==> src/rtl/atb_pkg.sv <==
// Shared widths, command and status types, and divider operand codes for the alias table builder.
`timescale 1ns / 1ps

package atb_pkg;

	localparam int WW     = 16;  // weight width
	localparam int SW     = 22;  // scaled weight, total and fraction width
	localparam int IW     = 6;   // entry and alias index width on the output word
	localparam int IN_TW  = 16;  // input tdata width
	localparam int OUT_TW = 56;  // output tdata width

	// Divider operand selection.
	localparam logic [1:0] DSEL_GCD = 2'd0;  // gcd_a % gcd_b
	localparam logic [1:0] DSEL_NUM = 2'd1;  // numerator / gcd
	localparam logic [1:0] DSEL_DEN = 2'd2;  // total / gcd

	typedef struct packed {
		logic       load;
		logic       scale;
		logic       pop;
		logic       take_tops;
		logic       take_sc;
		logic       upd;
		logic       push_l;
		logic       div_start;
		logic [1:0] div_sel;
		logic       gcd_step;
		logic       take_p;
		logic       take_d;
		logic       wr_ent;
		logic       lpop_s;
		logic       lpop_l;
		logic       wr_one;
		logic       emit_clr;
		logic       emit_ld;
	} cmd_t;

	typedef struct packed {
		logic last_acc;
		logic scale_done;
		logic pair_ok;
		logic s_ne;
		logic l_ne;
		logic num_zero;
		logic b_zero;
		logic div_done;
		logic out_free;
		logic last_idx;
	} stat_t;

endpackage

==> src/rtl/atb_ctrl.sv <==
// Controller state machine that sequences loading, scaling, pairing, gcd reduction, leftover entries and emission.
`timescale 1ns / 1ps

module atb_ctrl import atb_pkg::*; (
	input  logic  clk,
	input  logic  arst_n,
	input  stat_t stat,
	output cmd_t  cmd
);

	localparam logic [4:0] S_LOAD  = 5'd0;
	localparam logic [4:0] S_SCALE = 5'd1;
	localparam logic [4:0] S_POP   = 5'd2;
	localparam logic [4:0] S_TOPS  = 5'd3;
	localparam logic [4:0] S_SC    = 5'd4;
	localparam logic [4:0] S_UPD   = 5'd5;
	localparam logic [4:0] S_PUSH  = 5'd6;
	localparam logic [4:0] S_GCD   = 5'd7;
	localparam logic [4:0] S_GWAIT = 5'd8;
	localparam logic [4:0] S_DIVN  = 5'd9;
	localparam logic [4:0] S_DNW   = 5'd10;
	localparam logic [4:0] S_DIVD  = 5'd11;
	localparam logic [4:0] S_DDW   = 5'd12;
	localparam logic [4:0] S_WRENT = 5'd13;
	localparam logic [4:0] S_LPOP  = 5'd14;
	localparam logic [4:0] S_LWR   = 5'd15;
	localparam logic [4:0] S_ERD   = 5'd16;
	localparam logic [4:0] S_ELD   = 5'd17;

	logic [4:0] state_q;
	logic [4:0] state_d;

	always_comb begin
		cmd         = '0;
		cmd.div_sel = DSEL_GCD;
		state_d     = state_q;
		unique case (state_q)
			S_LOAD: begin
				cmd.load = 1'b1;
				if (stat.last_acc) begin
					state_d = S_SCALE;
				end
			end
			S_SCALE: begin
				cmd.scale = 1'b1;
				if (stat.scale_done) begin
					state_d = S_POP;
				end
			end
			S_POP: begin
				if (stat.pair_ok) begin
					cmd.pop = 1'b1;
					state_d = S_TOPS;
				end else begin
					state_d = S_LPOP;
				end
			end
			S_TOPS: begin
				cmd.take_tops = 1'b1;
				state_d       = S_SC;
			end
			S_SC: begin
				cmd.take_sc = 1'b1;
				state_d     = S_UPD;
			end
			S_UPD: begin
				cmd.upd = 1'b1;
				state_d = S_PUSH;
			end
			S_PUSH: begin
				cmd.push_l = 1'b1;
				// A zero numerator is reported as 0/1 without a gcd.
				state_d = stat.num_zero ? S_WRENT : S_GCD;
			end
			S_GCD: begin
				if (stat.b_zero) begin
					state_d = S_DIVN;
				end else begin
					cmd.div_start = 1'b1;
					state_d       = S_GWAIT;
				end
			end
			S_GWAIT: begin
				if (stat.div_done) begin
					cmd.gcd_step = 1'b1;
					state_d      = S_GCD;
				end
			end
			S_DIVN: begin
				cmd.div_start = 1'b1;
				cmd.div_sel   = DSEL_NUM;
				state_d       = S_DNW;
			end
			S_DNW: begin
				if (stat.div_done) begin
					cmd.take_p = 1'b1;
					state_d    = S_DIVD;
				end
			end
			S_DIVD: begin
				cmd.div_start = 1'b1;
				cmd.div_sel   = DSEL_DEN;
				state_d       = S_DDW;
			end
			S_DDW: begin
				if (stat.div_done) begin
					cmd.take_d = 1'b1;
					state_d    = S_WRENT;
				end
			end
			S_WRENT: begin
				cmd.wr_ent = 1'b1;
				state_d    = S_POP;
			end
			S_LPOP: begin
				priority if (stat.s_ne) begin
					cmd.lpop_s = 1'b1;
					state_d    = S_LWR;
				end else if (stat.l_ne) begin
					cmd.lpop_l = 1'b1;
					state_d    = S_LWR;
				end else begin
					cmd.emit_clr = 1'b1;
					state_d      = S_ERD;
				end
			end
			S_LWR: begin
				cmd.wr_one = 1'b1;
				state_d    = S_LPOP;
			end
			S_ERD: begin
				state_d = S_ELD;
			end
			S_ELD: begin
				if (stat.out_free) begin
					cmd.emit_ld = 1'b1;
					state_d     = stat.last_idx ? S_LOAD : S_ERD;
				end
			end
			default: begin
				state_d = S_LOAD;
			end
		endcase
	end

	always_ff @(posedge clk or negedge arst_n) begin
		if (!arst_n) begin
			state_q <= S_LOAD;
		end else begin
			state_q <= state_d;
		end
	end

endmodule
==> config.mk <==
export PLATFORM = sky130hd
export DESIGN_NAME = atb_ctrl
export DESIGN_NICKNAME = d
export VERILOG_FILES = /design/src/rtl/atb_pkg.sv /design/src/rtl/atb_ctrl.sv
export SDC_FILE = /design/constraint.sdc
export NUM_CORES = 1
export LEC_CHECK = 0
export BUFFER_PORTS_ARGS = -buffer_cell sky130_fd_sc_hd__buf_2
export CORE_MARGIN = 3
export CORE_UTILIZATION = 41
export DETAILED_ROUTE_END_ITERATION = 6
export GPL_TIMING_DRIVEN = 1
export MAX_ROUTING_LAYER = met4
export PLACE_DENSITY = 0.75
export SYNTH_ARGS = -nofsm -noshare
export SYNTH_HDL_FRONTEND = slang
export SYNTH_SLANG_ARGS = --single-unit
==> constraint.sdc <==
create_clock -name clk -period 1.25 [get_ports clk]
set_input_delay 0 -clock clk [delete_from_list [all_inputs] [get_ports clk]]
set_output_delay 0 -clock clk [all_outputs]
set_load 0.02 [all_outputs]
==> flow_summary.ini, run 1 <==
[clocking]
cts_sinks = 5
clock-root-buffer = clkbuf_4
cts_setup_buffers = 25
cts_hold_buf = 2
ctsHtreeMaxLevel = 1
cts-buffers-inserted = 3
cts_resized = 79
clk_path_buf_depth = 2

[status]
error = [ERROR DPL-0038] Utilization greater than 100%, impossible to legalize
haltStage = clock tree synthesis
status = aborted with a tool error

[floorplan]
die_x_um = 46.3
start_util_pct = 46.9
core.rowCount = 13
die_y_um = 46.3
io-pin-count = 31

[place]
dpl.hpwl_mm = 1.85
gp_congestion = 0.887
io_buffers = 30
place_area_sq_um = 1010

[logic_synthesis]
synth_top_area_share_pct = 18.8
ys_types = 39
ys_seq_area_share_pct = 18.8
synth_top_area_cell = dfrtp_1
syn_area_sq_um = 664
synth_nets = 105
synthCells = 93
syn_avg_cell_area_sq_um = 7.14
synth_warnings = 0
ys_ff_latch = 5
synthTopCellsByArea = dfrtp_1 (19%), nor2_1 (10%), nor2b_1 (5.6%), nand2b_1 (4.7%), nand2_1 (4.0%)
-- metrics by stage --
step	setup WS [ps]	instances
2_1_floorplan	-87.9	93
3_3_place_gp	-230	156
3_5_place_dp	-274	156
-- synth_stat cells --
library cell and instances:
a32oi_2 1, inv_1 2, nand2_2 1, a211oi_1 2
o21a_1 1, o211ai_1 2, a21boi_1 1, a22oi_1 1
o221ai_1 1, dfrtp_1 5, o2bb2ai_1 2, o311ai_2 1
nor3b_1 1, and2_1 1, o32ai_1 2, buf_2 3
a21oi_1 1, nand2b_1 5, o21ai_1 1, nand3_1 2
or3_4 1, clkbuf_1 1, o21ai_0 1, or3b_1 1
and3_1 2, o22ai_1 2, nor2b_1 6, or2_2 1
or2_1 1, o21bai_1 1, and3b_1 1, mux2i_1 1
nand3b_2 1, a221oi_1 3, nor2_1 18, a31oi_1 2
nor3_1 4, nand2_1 7, buf_4 3
-- cells by family after synthesis --
logic type             Yosys count  synth area share, %
DFF                              5                 18.8
muxes                            1                 1.51
AOI/OAI and AO/OA               25                 30.5
and+or+nand+nor                 53                 41.8
buffers and inverters            9                 7.34
==> run 2, diff against run 1 <==
--- a/config.mk
+++ b/config.mk
@@ -6,12 +6,11 @@
 export NUM_CORES = 1
 export LEC_CHECK = 0
 export BUFFER_PORTS_ARGS = -buffer_cell sky130_fd_sc_hd__buf_2
-export CORE_MARGIN = 3
-export CORE_UTILIZATION = 41
+export CORE_AREA = 3 3 64 66
 export DETAILED_ROUTE_END_ITERATION = 6
+export DIE_AREA = 0 0 67 69
 export GPL_TIMING_DRIVEN = 1
-export MAX_ROUTING_LAYER = met4
-export PLACE_DENSITY = 0.75
+export PLACE_DENSITY_LB_ADDON = 0.15
 export SYNTH_ARGS = -nofsm -noshare
 export SYNTH_HDL_FRONTEND = slang
 export SYNTH_SLANG_ARGS = --single-unit
==> constraint.sdc (replaced) <==
create_clock -name clk -period 1.6 [get_ports clk]
set_input_delay 0 -clock clk [delete_from_list [all_inputs] [get_ports clk]]
set_output_delay 0 -clock clk [all_outputs]
set_load 0.02 [all_outputs]
==> run 2 against run 1 <==
Against the previous run: the run now ends clean; synthesized area unchanged; synthesized cell count unchanged.
==> flow_summary.ini, run 2 <==
[clocking]
cts_sinks = 5
clk_path_buf_depth = 2
clk_latency_ps = 220
ctsHtreeMaxLevel = 1
tritoncts = done
path_clk_slew_ps = 40
cts-buffers-inserted = 3
clock-root-buffer = clkbuf_8

[critical_path]
crit_path_top_delay_cell = dfrtp_2
cp.required_ps = 1600
reg2reg_from = state_q[2]
crit_path_cell_trace = or3b_1, buf_4, nor2_1, buf_4
crit_start = state_q[2]
critPathKind = reg -> out
critical-path-top-delay-family = flip-flops
slowest_delay_ps = 500
cp_max_fo = 14
cp_common_cell = buf_4
end_kind = primary output
crit_arrival_ps = 1540
path_buf_inv = 2
start_kind = flop

[route]
routedWlPerCell_um = 12.9
ant_nets = 0
drc_errors = 0
drt_wl_total_mm = 2.43
drt_iter0_drc = 56
routed_via_density = 4.57
vias = 864
drt_first_pass_iters = 4

[logic_synthesis]
ys_ff_latch = 5
synthTopCellsByArea = dfrtp_1 (19%), nor2_1 (10%), nor2b_1 (5.6%), nand2b_1 (4.7%), nand2_1 (4.0%)
synth_edf_count = 0
synth_top_area_cell = dfrtp_1
synth_warnings = 0
yosys.cell_count.top_type = nor2_1
synth_top_area_share_pct = 18.8
ys.flop_type = dfrtp_1
ys_seq_area_share_pct = 18.8
synth_nets = 105
ys_types = 39
syn_avg_cell_area_sq_um = 7.14
async_reset_ff_share_pct = 100
synthCells = 93
synth_common_cells = nor2_1 (18), nand2_1 (7), nor2b_1 (6), dfrtp_1 (5), nand2b_1 (5)
syn_area_sq_um = 664

[timing]
finalSetupViolations = 0
finalHoldViolations = 0
fin_crit_ps = 1540
max-slew-margin-rel_pct = 73.9
finalCritPeriodShare_pct = 96.0
slew_violations = 0
finalClockSkew_ps = 4.49
rsz0062_at_grt = true
maxClockFrequency_ghz = 0.651
tightestPinTransition_ps = 389

[finish]
nets = 154
diodes = 0
layout_common_cells = buf_2 (29), buf_4 (21), nor2_1 (17)
drive_above_1_share_pct = 48.2
fillers = 414
largestRegisters = state_q: 5 flops
top_register = state_q
largest_register_ff_count = 5
final_common_cell = buf_2
stdcell_count = 189
finish.utilization_pct = 29.1
syn2layout_area_growth_pct = 59.1

[status]
status = complete, no violations

[pwr]
p_total_mw = 1.98
p_per_area_nw_per_um2 = 1870
static-leakage-power_nw = 0.503
ir_worst_vdd_v = 0.000392

[floorplan]
core.rowCount = 22
start_util_pct = 18.3
die_x_um = 67
coreArea_sq_um = 3630
io-pin-count = 31
die_y_um = 69
die-area_sq_um = 4620

[min_path]
hold_path_class = in -> reg
hp-start = stat[1]

[global_route]
grt_pass1_vias = 852
antenna_found_initial = 0
grt_pass1_wl_mm = 3.93
grt_overflow = 0
gr-usage-all-layers_pct = 11.1
grt_max_degree = 18

[place]
dpl.hpwl_mm = 1.94
io_buffers = 30
dp.cells = 179
gp_congestion = 0.752

[run]
max-cap-violations = 0
-- run 2: cell counts after synthesis --
Identical to the previous run, type by type.
-- run 2: cell type report --
cell class | count | area (sq um) | area share [%]
clock buffer | 4 | 45.0 | 4.26
inverter | 2 | 7.51 | 0.710
multi-input combinational | 79 | 500 | 47.3
sequential | 5 | 131 | 12.4
tap | 48 | 60.1 | 5.68
timing repair buffer | 51 | 313 | 29.6
-- run 2: kinds of logic (layout without fill, tap and decap cells) --
group	Yosys count	count (layout)	share of synthesized area [%]
mux	1	1	1.51
simple gates	53	53	41.8
buf+inv	9	57	7.34
compound gates	25	25	30.5
flops	5	5	18.8
-- run 2: metrics by stage --
stage / setup TNS [ps] / setup slack, ps / hold WS, ps / area (sq um)
5_1_grt: -30.1 / -23.3 / 16.8 / 1060
4_1_cts: 0 / 33.3 / 16.4 / 1010
3_5_place_dp: -0.462 / -0.462 / -165 / 946
6_report: 0 / 64.5 / 12.7 / 1060
2_1_floorplan: 0 / 25.4 / -296 / 664
3_3_place_gp: 0 / 44.1 / -170 / 946
-- run 2: timing repair --
action / CTS / global route
hold endpoints to repair: 5 / 0
cloned: 0 / 0
pin swaps: 0 / 0
gates resized for setup: 4 / 6
endpoints found under the setup margin: 9 / 7
hold buffers: 1 / 0
buffers inserted: 0 / 5
-- run 2: routing by layer --
| layer | track usage (%) | part of all wire (%) |
|---|---|---|
| met5 | 0 | 0 |
| met3 | 3.09 | 5.4 |
| met4 | 4.95 | 1.8 |
| met1 | 12.0 | 42 |
| met2 | 19.2 | 51 |
-- run 2: path summary, 6_finish.rpt --
path	end	slack (ps)	cells past startpoint
worst min register to register	state_q[4]	720	2
max in group asynchronous	state_q[4]	1310	2
min in group asynchronous	state_q[3]	130	2
worst min-delay path	state_q[4]	10	2
worst max register to register	state_q[2]	120	4
worst max-delay path	cmd[13]	60	4
-- run 2: where the power goes --
part           internal [mW]  total [mW]  switching (mW)
Combinational          0.681        1.38           0.694
Clock                  0.171       0.234          0.0628
Sequential             0.193       0.370           0.177
No activity file was read; power rests on OpenSTA's default activity.
==> run 3, diff against run 2 <==
--- a/config.mk
+++ b/config.mk
@@ -7,10 +7,11 @@
 export LEC_CHECK = 0
 export BUFFER_PORTS_ARGS = -buffer_cell sky130_fd_sc_hd__buf_2
 export CORE_AREA = 3 3 64 66
+export CTS_CLUSTER_DIAMETER = 60
 export DETAILED_ROUTE_END_ITERATION = 6
 export DIE_AREA = 0 0 67 69
 export GPL_TIMING_DRIVEN = 1
-export PLACE_DENSITY_LB_ADDON = 0.15
+export PLACE_DENSITY = 0.36
 export SYNTH_ARGS = -nofsm -noshare
 export SYNTH_HDL_FRONTEND = slang
 export SYNTH_SLANG_ARGS = --single-unit
==> run 3 against run 2 <==
Against the previous run: non-clock buffer count up 4; final area up 7.0%; routed wire length fell by 2.1%; clock-buffer cell count fell by 1; critical endpoint is now cmd[14].
==> flow_summary.ini, run 3 (same netlist as run 2, synthesis figures left out) <==
[status]
status = complete, no violations

[place]
dp.cells = 179
gp_congestion = 0.798
dpl.hpwl_mm = 1.92
place_area_sq_um = 946
io_buffers = 30
dp_slack_ps = -19.5

[floorplan]
core.rowCount = 22
die_y_um = 69
die-area_sq_um = 4620
io-pin-count = 31
coreArea_sq_um = 3630
die_x_um = 67
start_util_pct = 18.3

[critical_path]
crit_path_top_delay_cell = dfrtp_1
crit_path_cell_trace = buf_6, or3b_4, buf_4, nor2_2, buf_6
start_kind = flop
cp_max_fo = 8
end_kind = primary output
cp_common_cell = buf_6
path_buf_inv = 3
critPathKind = reg -> out
r2r_slack_ps = 110
slowest_delay_ps = 400
r2r_end = state_q[2]
ff2ff_path_depth = 5
crit_arrival_ps = 1550
critical-path-top-delay-family = simple AND/OR/NAND/NOR gates
cp.required_ps = 1600
reg2reg_from = state_q[4]

[clocking]
cts-buffers-inserted = 3
clock-root-buffer = clkbuf_8
tritoncts = done
clk_path_buf_depth = 2
cts_sinks = 5
clk_latency_ps = 220
ctsHtreeMaxLevel = 1
path_clk_slew_ps = 40

[pwr]
p_per_area_nw_per_um2 = 1800
swShare_pct = 46.9
clock_power_share_pct = 11.4
internal_power_mw = 1.08
ir_worst_vdd_v = 0.000532
p_seq_share_pct = 17.0
comb_power_share_pct = 71.6
p_sw_mw = 0.956
static-leakage-power_nw = 0.532

[timing]
fin_crit_ps = 1550
finalHoldViolations = 0
finalCritPeriodShare_pct = 97.0
slew_violations = 0
setup_ws_ps = 47.4
maxClockFrequency_ghz = 0.644
rsz0062_at_grt = true
finalSetupViolations = 0
max-slew-margin-rel_pct = 73.6
finalSetupTns_ps = 0
tightestPinTransition_ps = 394
finalClockSkew_ps = 5.59

[finish]
multiInputGateArea_sq_um = 513
finish.utilization_pct = 31.1
drive_above_1_share_pct = 52.4
stdcell_count = 193
design_area_sq_um = 1130
largestRegisters = state_q: 5 flops
nets = 158
top_register = state_q
area.sequential_sq_um = 130
diodes = 0
fillers = 417
largest_register_ff_count = 5
layout_common_cells = buf_2 (26), buf_4 (24), nor2_1 (13)
syn2layout_area_growth_pct = 70.2
final_common_cell = buf_2

[route]
drt_first_pass_iters = 4
drt_iter0_drc = 22
routed_via_density = 4.66
drt_wl_total_mm = 2.38
routedWlPerCell_um = 12.3
vias = 899
ant_nets = 0
drc_errors = 0

[global_route]
gr-usage-all-layers_pct = 10.7
antenna_found_initial = 0
grt_overflow = 0
grt_pass1_vias = 848
grt_pass1_wl_mm = 3.92
grt_max_degree = 18

[min_path]
hold_path_depth = 2
hold_path_class = in -> reg
hp-start = stat[1]
min_to = state_q[4]

[run]
max-cap-violations = 0
run 3: changes by cell type in the layout (fill, tap and decap cells not counted), moves of 2 or more:
| cell | previous run | this run |
|---|---|---|
| nor2_1 | 17 | 13 |
| buf_2 | 29 | 26 |
| nor2_2 | 1 | 5 |
| buf_6 | 0 | 3 |
| buf_4 | 21 | 24 |
| nor2b_1 | 3 | 5 |
| nor2b_2 | 3 | 1 |
run 3: worst max-delay path by stage:
stage | depth (start not counted) | end | start
2_1_floorplan | 6 | state_q[4] | state_q[2]
5_1_grt | 5 | cmd[3] | state_q[4]
4_1_cts | 5 | cmd[14] | state_q[3]
6_report | 5 | cmd[14] | state_q[3]
3_5_place_dp | 4 | state_q[2] | state_q[2]
3_3_place_gp | 4 | state_q[2] | state_q[2]
run 3: per-layer routing:
metal	vias to the layer above	global-route usage [%]	part of all wire, %
met4	0	2.03	0.55
met3	2	2.77	3.9
li1	450	-	-
met2	21	18.7	51
met5	-	0	0
met1	426	12.8	45
run 3: power groups by stage:
stage / Sequential [mW] / Combinational, mW / Clock, mW
after floorplan: 0.218 / 0.962 / 0
after global placement: 0.355 / 1.28 / 0
after detailed placement: 0.354 / 1.27 / 0
after CTS: 0.365 / 1.31 / 0.238
after global routing: 0.367 / 1.59 / 0.250
final: 0.347 / 1.46 / 0.233
run 3: final cells by class:
cell class              instances  share of cell area (%)
multi-input cells              79                    45.4
repair buffers                 55                    33.1
flip-flops and latches          5                    11.5
well taps                      48                    5.31
clock buffers                   3                    3.65
inverters                       2                   0.664
clock inverters                 1                   0.442
run 3: through the flow:
stage	power (mW)	hold slack, ps
global placement	1.64	-172
detailed placement	1.63	-172
CTS	1.91	5.37
floorplan	1.18	-296
global route	2.21	34.4
finish	2.04	9.41
run 3: repair_timing:
action	CTS	global route
endpoints found under the setup margin	14	13
hold endpoints to repair	5	0
resized for setup	9	10
buffers inserted	1	8
hold buffers	1	0
run 3: worst register-to-register path: stages, from the launching register on:
cell and delay [ps]:
dfrtp_2 430, buf_4 150, mux2i_1 140, a32oi_2 270, nand2_2 120, o311ai_2 260
==> run 4, diff against run 3 <==
--- a/config.mk
+++ b/config.mk
@@ -10,8 +10,10 @@
 export CTS_CLUSTER_DIAMETER = 60
 export DETAILED_ROUTE_END_ITERATION = 6
 export DIE_AREA = 0 0 67 69
+export GPL_ROUTABILITY_DRIVEN = 0
 export GPL_TIMING_DRIVEN = 1
 export PLACE_DENSITY = 0.36
+export RECOVER_POWER = 100
 export SYNTH_ARGS = -nofsm -noshare
 export SYNTH_HDL_FRONTEND = slang
 export SYNTH_SLANG_ARGS = --single-unit
==> run 4 against run 3 <==
Against the previous run: critical endpoint unchanged; combinational power barely moved; setup slack barely moved; highest routed layer unchanged; hold slack did not move; largest power group unchanged; final area fell by 0.11%; sequential share of layout area barely moved; fmax barely moved.
==> flow_summary.ini, run 4 (same netlist as run 2, synthesis figures left out) <==
[critical_path]
r2r_end = state_q[2]
end_kind = primary output
critPathKind = reg -> out
critical_path_depth = 5
reg2reg_from = state_q[4]
cp.required_ps = 1600
crit_arrival_ps = 1550
ff2ff_path_depth = 5
crit_path_cell_trace = buf_6, or3b_4, buf_4, nor2_2, buf_6
slowest_delay_ps = 400
r2r_slack_ps = 110
start_kind = flop
cp_common_cell = buf_6
critical-path-top-delay-family = simple AND/OR/NAND/NOR gates
crit_path_top_delay_cell = dfrtp_1
cp_max_fo = 8
path_buf_inv = 3

[timing]
finalCritPeriodShare_pct = 97.0
slew_violations = 0
setup_ws_ps = 47.4
max-slew-margin-rel_pct = 73.6
finalClockSkew_ps = 5.59
maxClockFrequency_ghz = 0.644
tightestPinTransition_ps = 394
rsz0062_at_grt = true
finalSetupTns_ps = 0
fin_crit_ps = 1550
hold_slack_ps = 9.41
finalHoldViolations = 0
finalSetupViolations = 0

[finish]
largest_register_ff_count = 5
design_area_sq_um = 1130
nets = 158
syn2layout_area_growth_pct = 70.1
largestRegisters = state_q: 5 flops
top_register = state_q
finish.utilization_pct = 31.1
diodes = 0
layout_common_cells = buf_4 (24), buf_2 (21), nor2_1 (13)
final_common_cell = buf_4
drive_above_1_share_pct = 51.7
fillers = 418

[global_route]
gr-usage-all-layers_pct = 10.7
antenna_found_initial = 0
grt-busiest-layer = met2
met1_usage_pct = 12.8
grt_max_degree = 18
grt_overflow = 0
use_met3_pct = 2.77
met2_usage_pct = 18.7
grt_pass1_wl_mm = 3.92
grt_pass1_vias = 848

[floorplan]
coreArea_sq_um = 3630
die_x_um = 67
io-pin-count = 31
core.rowCount = 22
die_y_um = 69
start_util_pct = 18.3
die-area_sq_um = 4620

[route]
drt_iter0_drc = 20
routedWlPerCell_um = 12.3
routed_via_density = 4.62
vias = 892
drc_errors = 0
drt_wl_total_mm = 2.38
drt_first_pass_iters = 4
ant_nets = 0

[min_path]
hold_path_depth = 2
hold_path_class = in -> reg
hp-start = stat[1]
min_to = state_q[4]

[place]
place_area_sq_um = 946
io_buffers = 30
dpl.hpwl_mm = 1.92
dp_slack_ps = -19.5

[clocking]
clk_latency_ps = 220
ctsHtreeMaxLevel = 1
path_clk_slew_ps = 40
cts-buffers-inserted = 3
clock-root-buffer = clkbuf_8
clk_path_buf_depth = 2
tritoncts = done
cts_sinks = 5

[pwr]
static-leakage-power_nw = 0.526
ir_worst_vdd_v = 0.000532
p_per_area_nw_per_um2 = 1800

[status]
status = complete, no violations

[run]
max-cap-violations = 0
run 4: changes by cell type in the layout (fill, tap and decap cells not counted), sizes merged:
cell / delta
buf: -5
clkbuf: +5
run 4: worst max path at each step:
stage	from	to
2_1_floorplan	state_q[2]	state_q[4]
3_3_place_gp	state_q[2]	state_q[2]
3_5_place_dp	state_q[2]	state_q[2]
4_1_cts	state_q[3]	cmd[14]
5_1_grt	state_q[4]	cmd[3]
6_report	state_q[3]	cmd[14]
run 4: area by class of cell:
type                    instances  area, sq um  area share, %
clock buffers                   3         41.3           3.65
clock inverters                 1         5.00          0.443
inverters                       2         7.51          0.664
multi-input cells              79          513           45.4
flip-flops and latches          5          130           11.5
well taps                      48         60.1           5.32
repair buffers                 55          373           33.0
run 4: where the power goes:
group	switching (mW)	internal [mW]	total, mW
registers	0.156	0.190	0.346
logic	0.736	0.724	1.46
clock network	0.0653	0.168	0.233
total	0.957	1.08	2.04
run 4: stage by stage:
| step | power, mW | cells |
|---|---|---|
| detailed placement | 1.63 | 179 |
| global route | 2.21 | 193 |
| finish | 2.04 | 193 |
| global placement | 1.64 | 179 |
| floorplan | 1.18 | 93 |
| CTS | 1.91 | 185 |
run 4: routing by layer:
metal / share of wire, % / vias to the layer above
met5: 0 / -
met4: 0.55 / 0
met3: 3.6 / 2
met2: 51 / 17
met1: 45 / 423
li1: - / 450
run 4: repair_timing:
item,4_1_cts,5_1_grt
hold buffers,1,0
buffers inserted,1,8
hold endpoints to repair,5,0
resized for setup,9,10
pin swaps,0,0
endpoints found under the setup margin,14,13
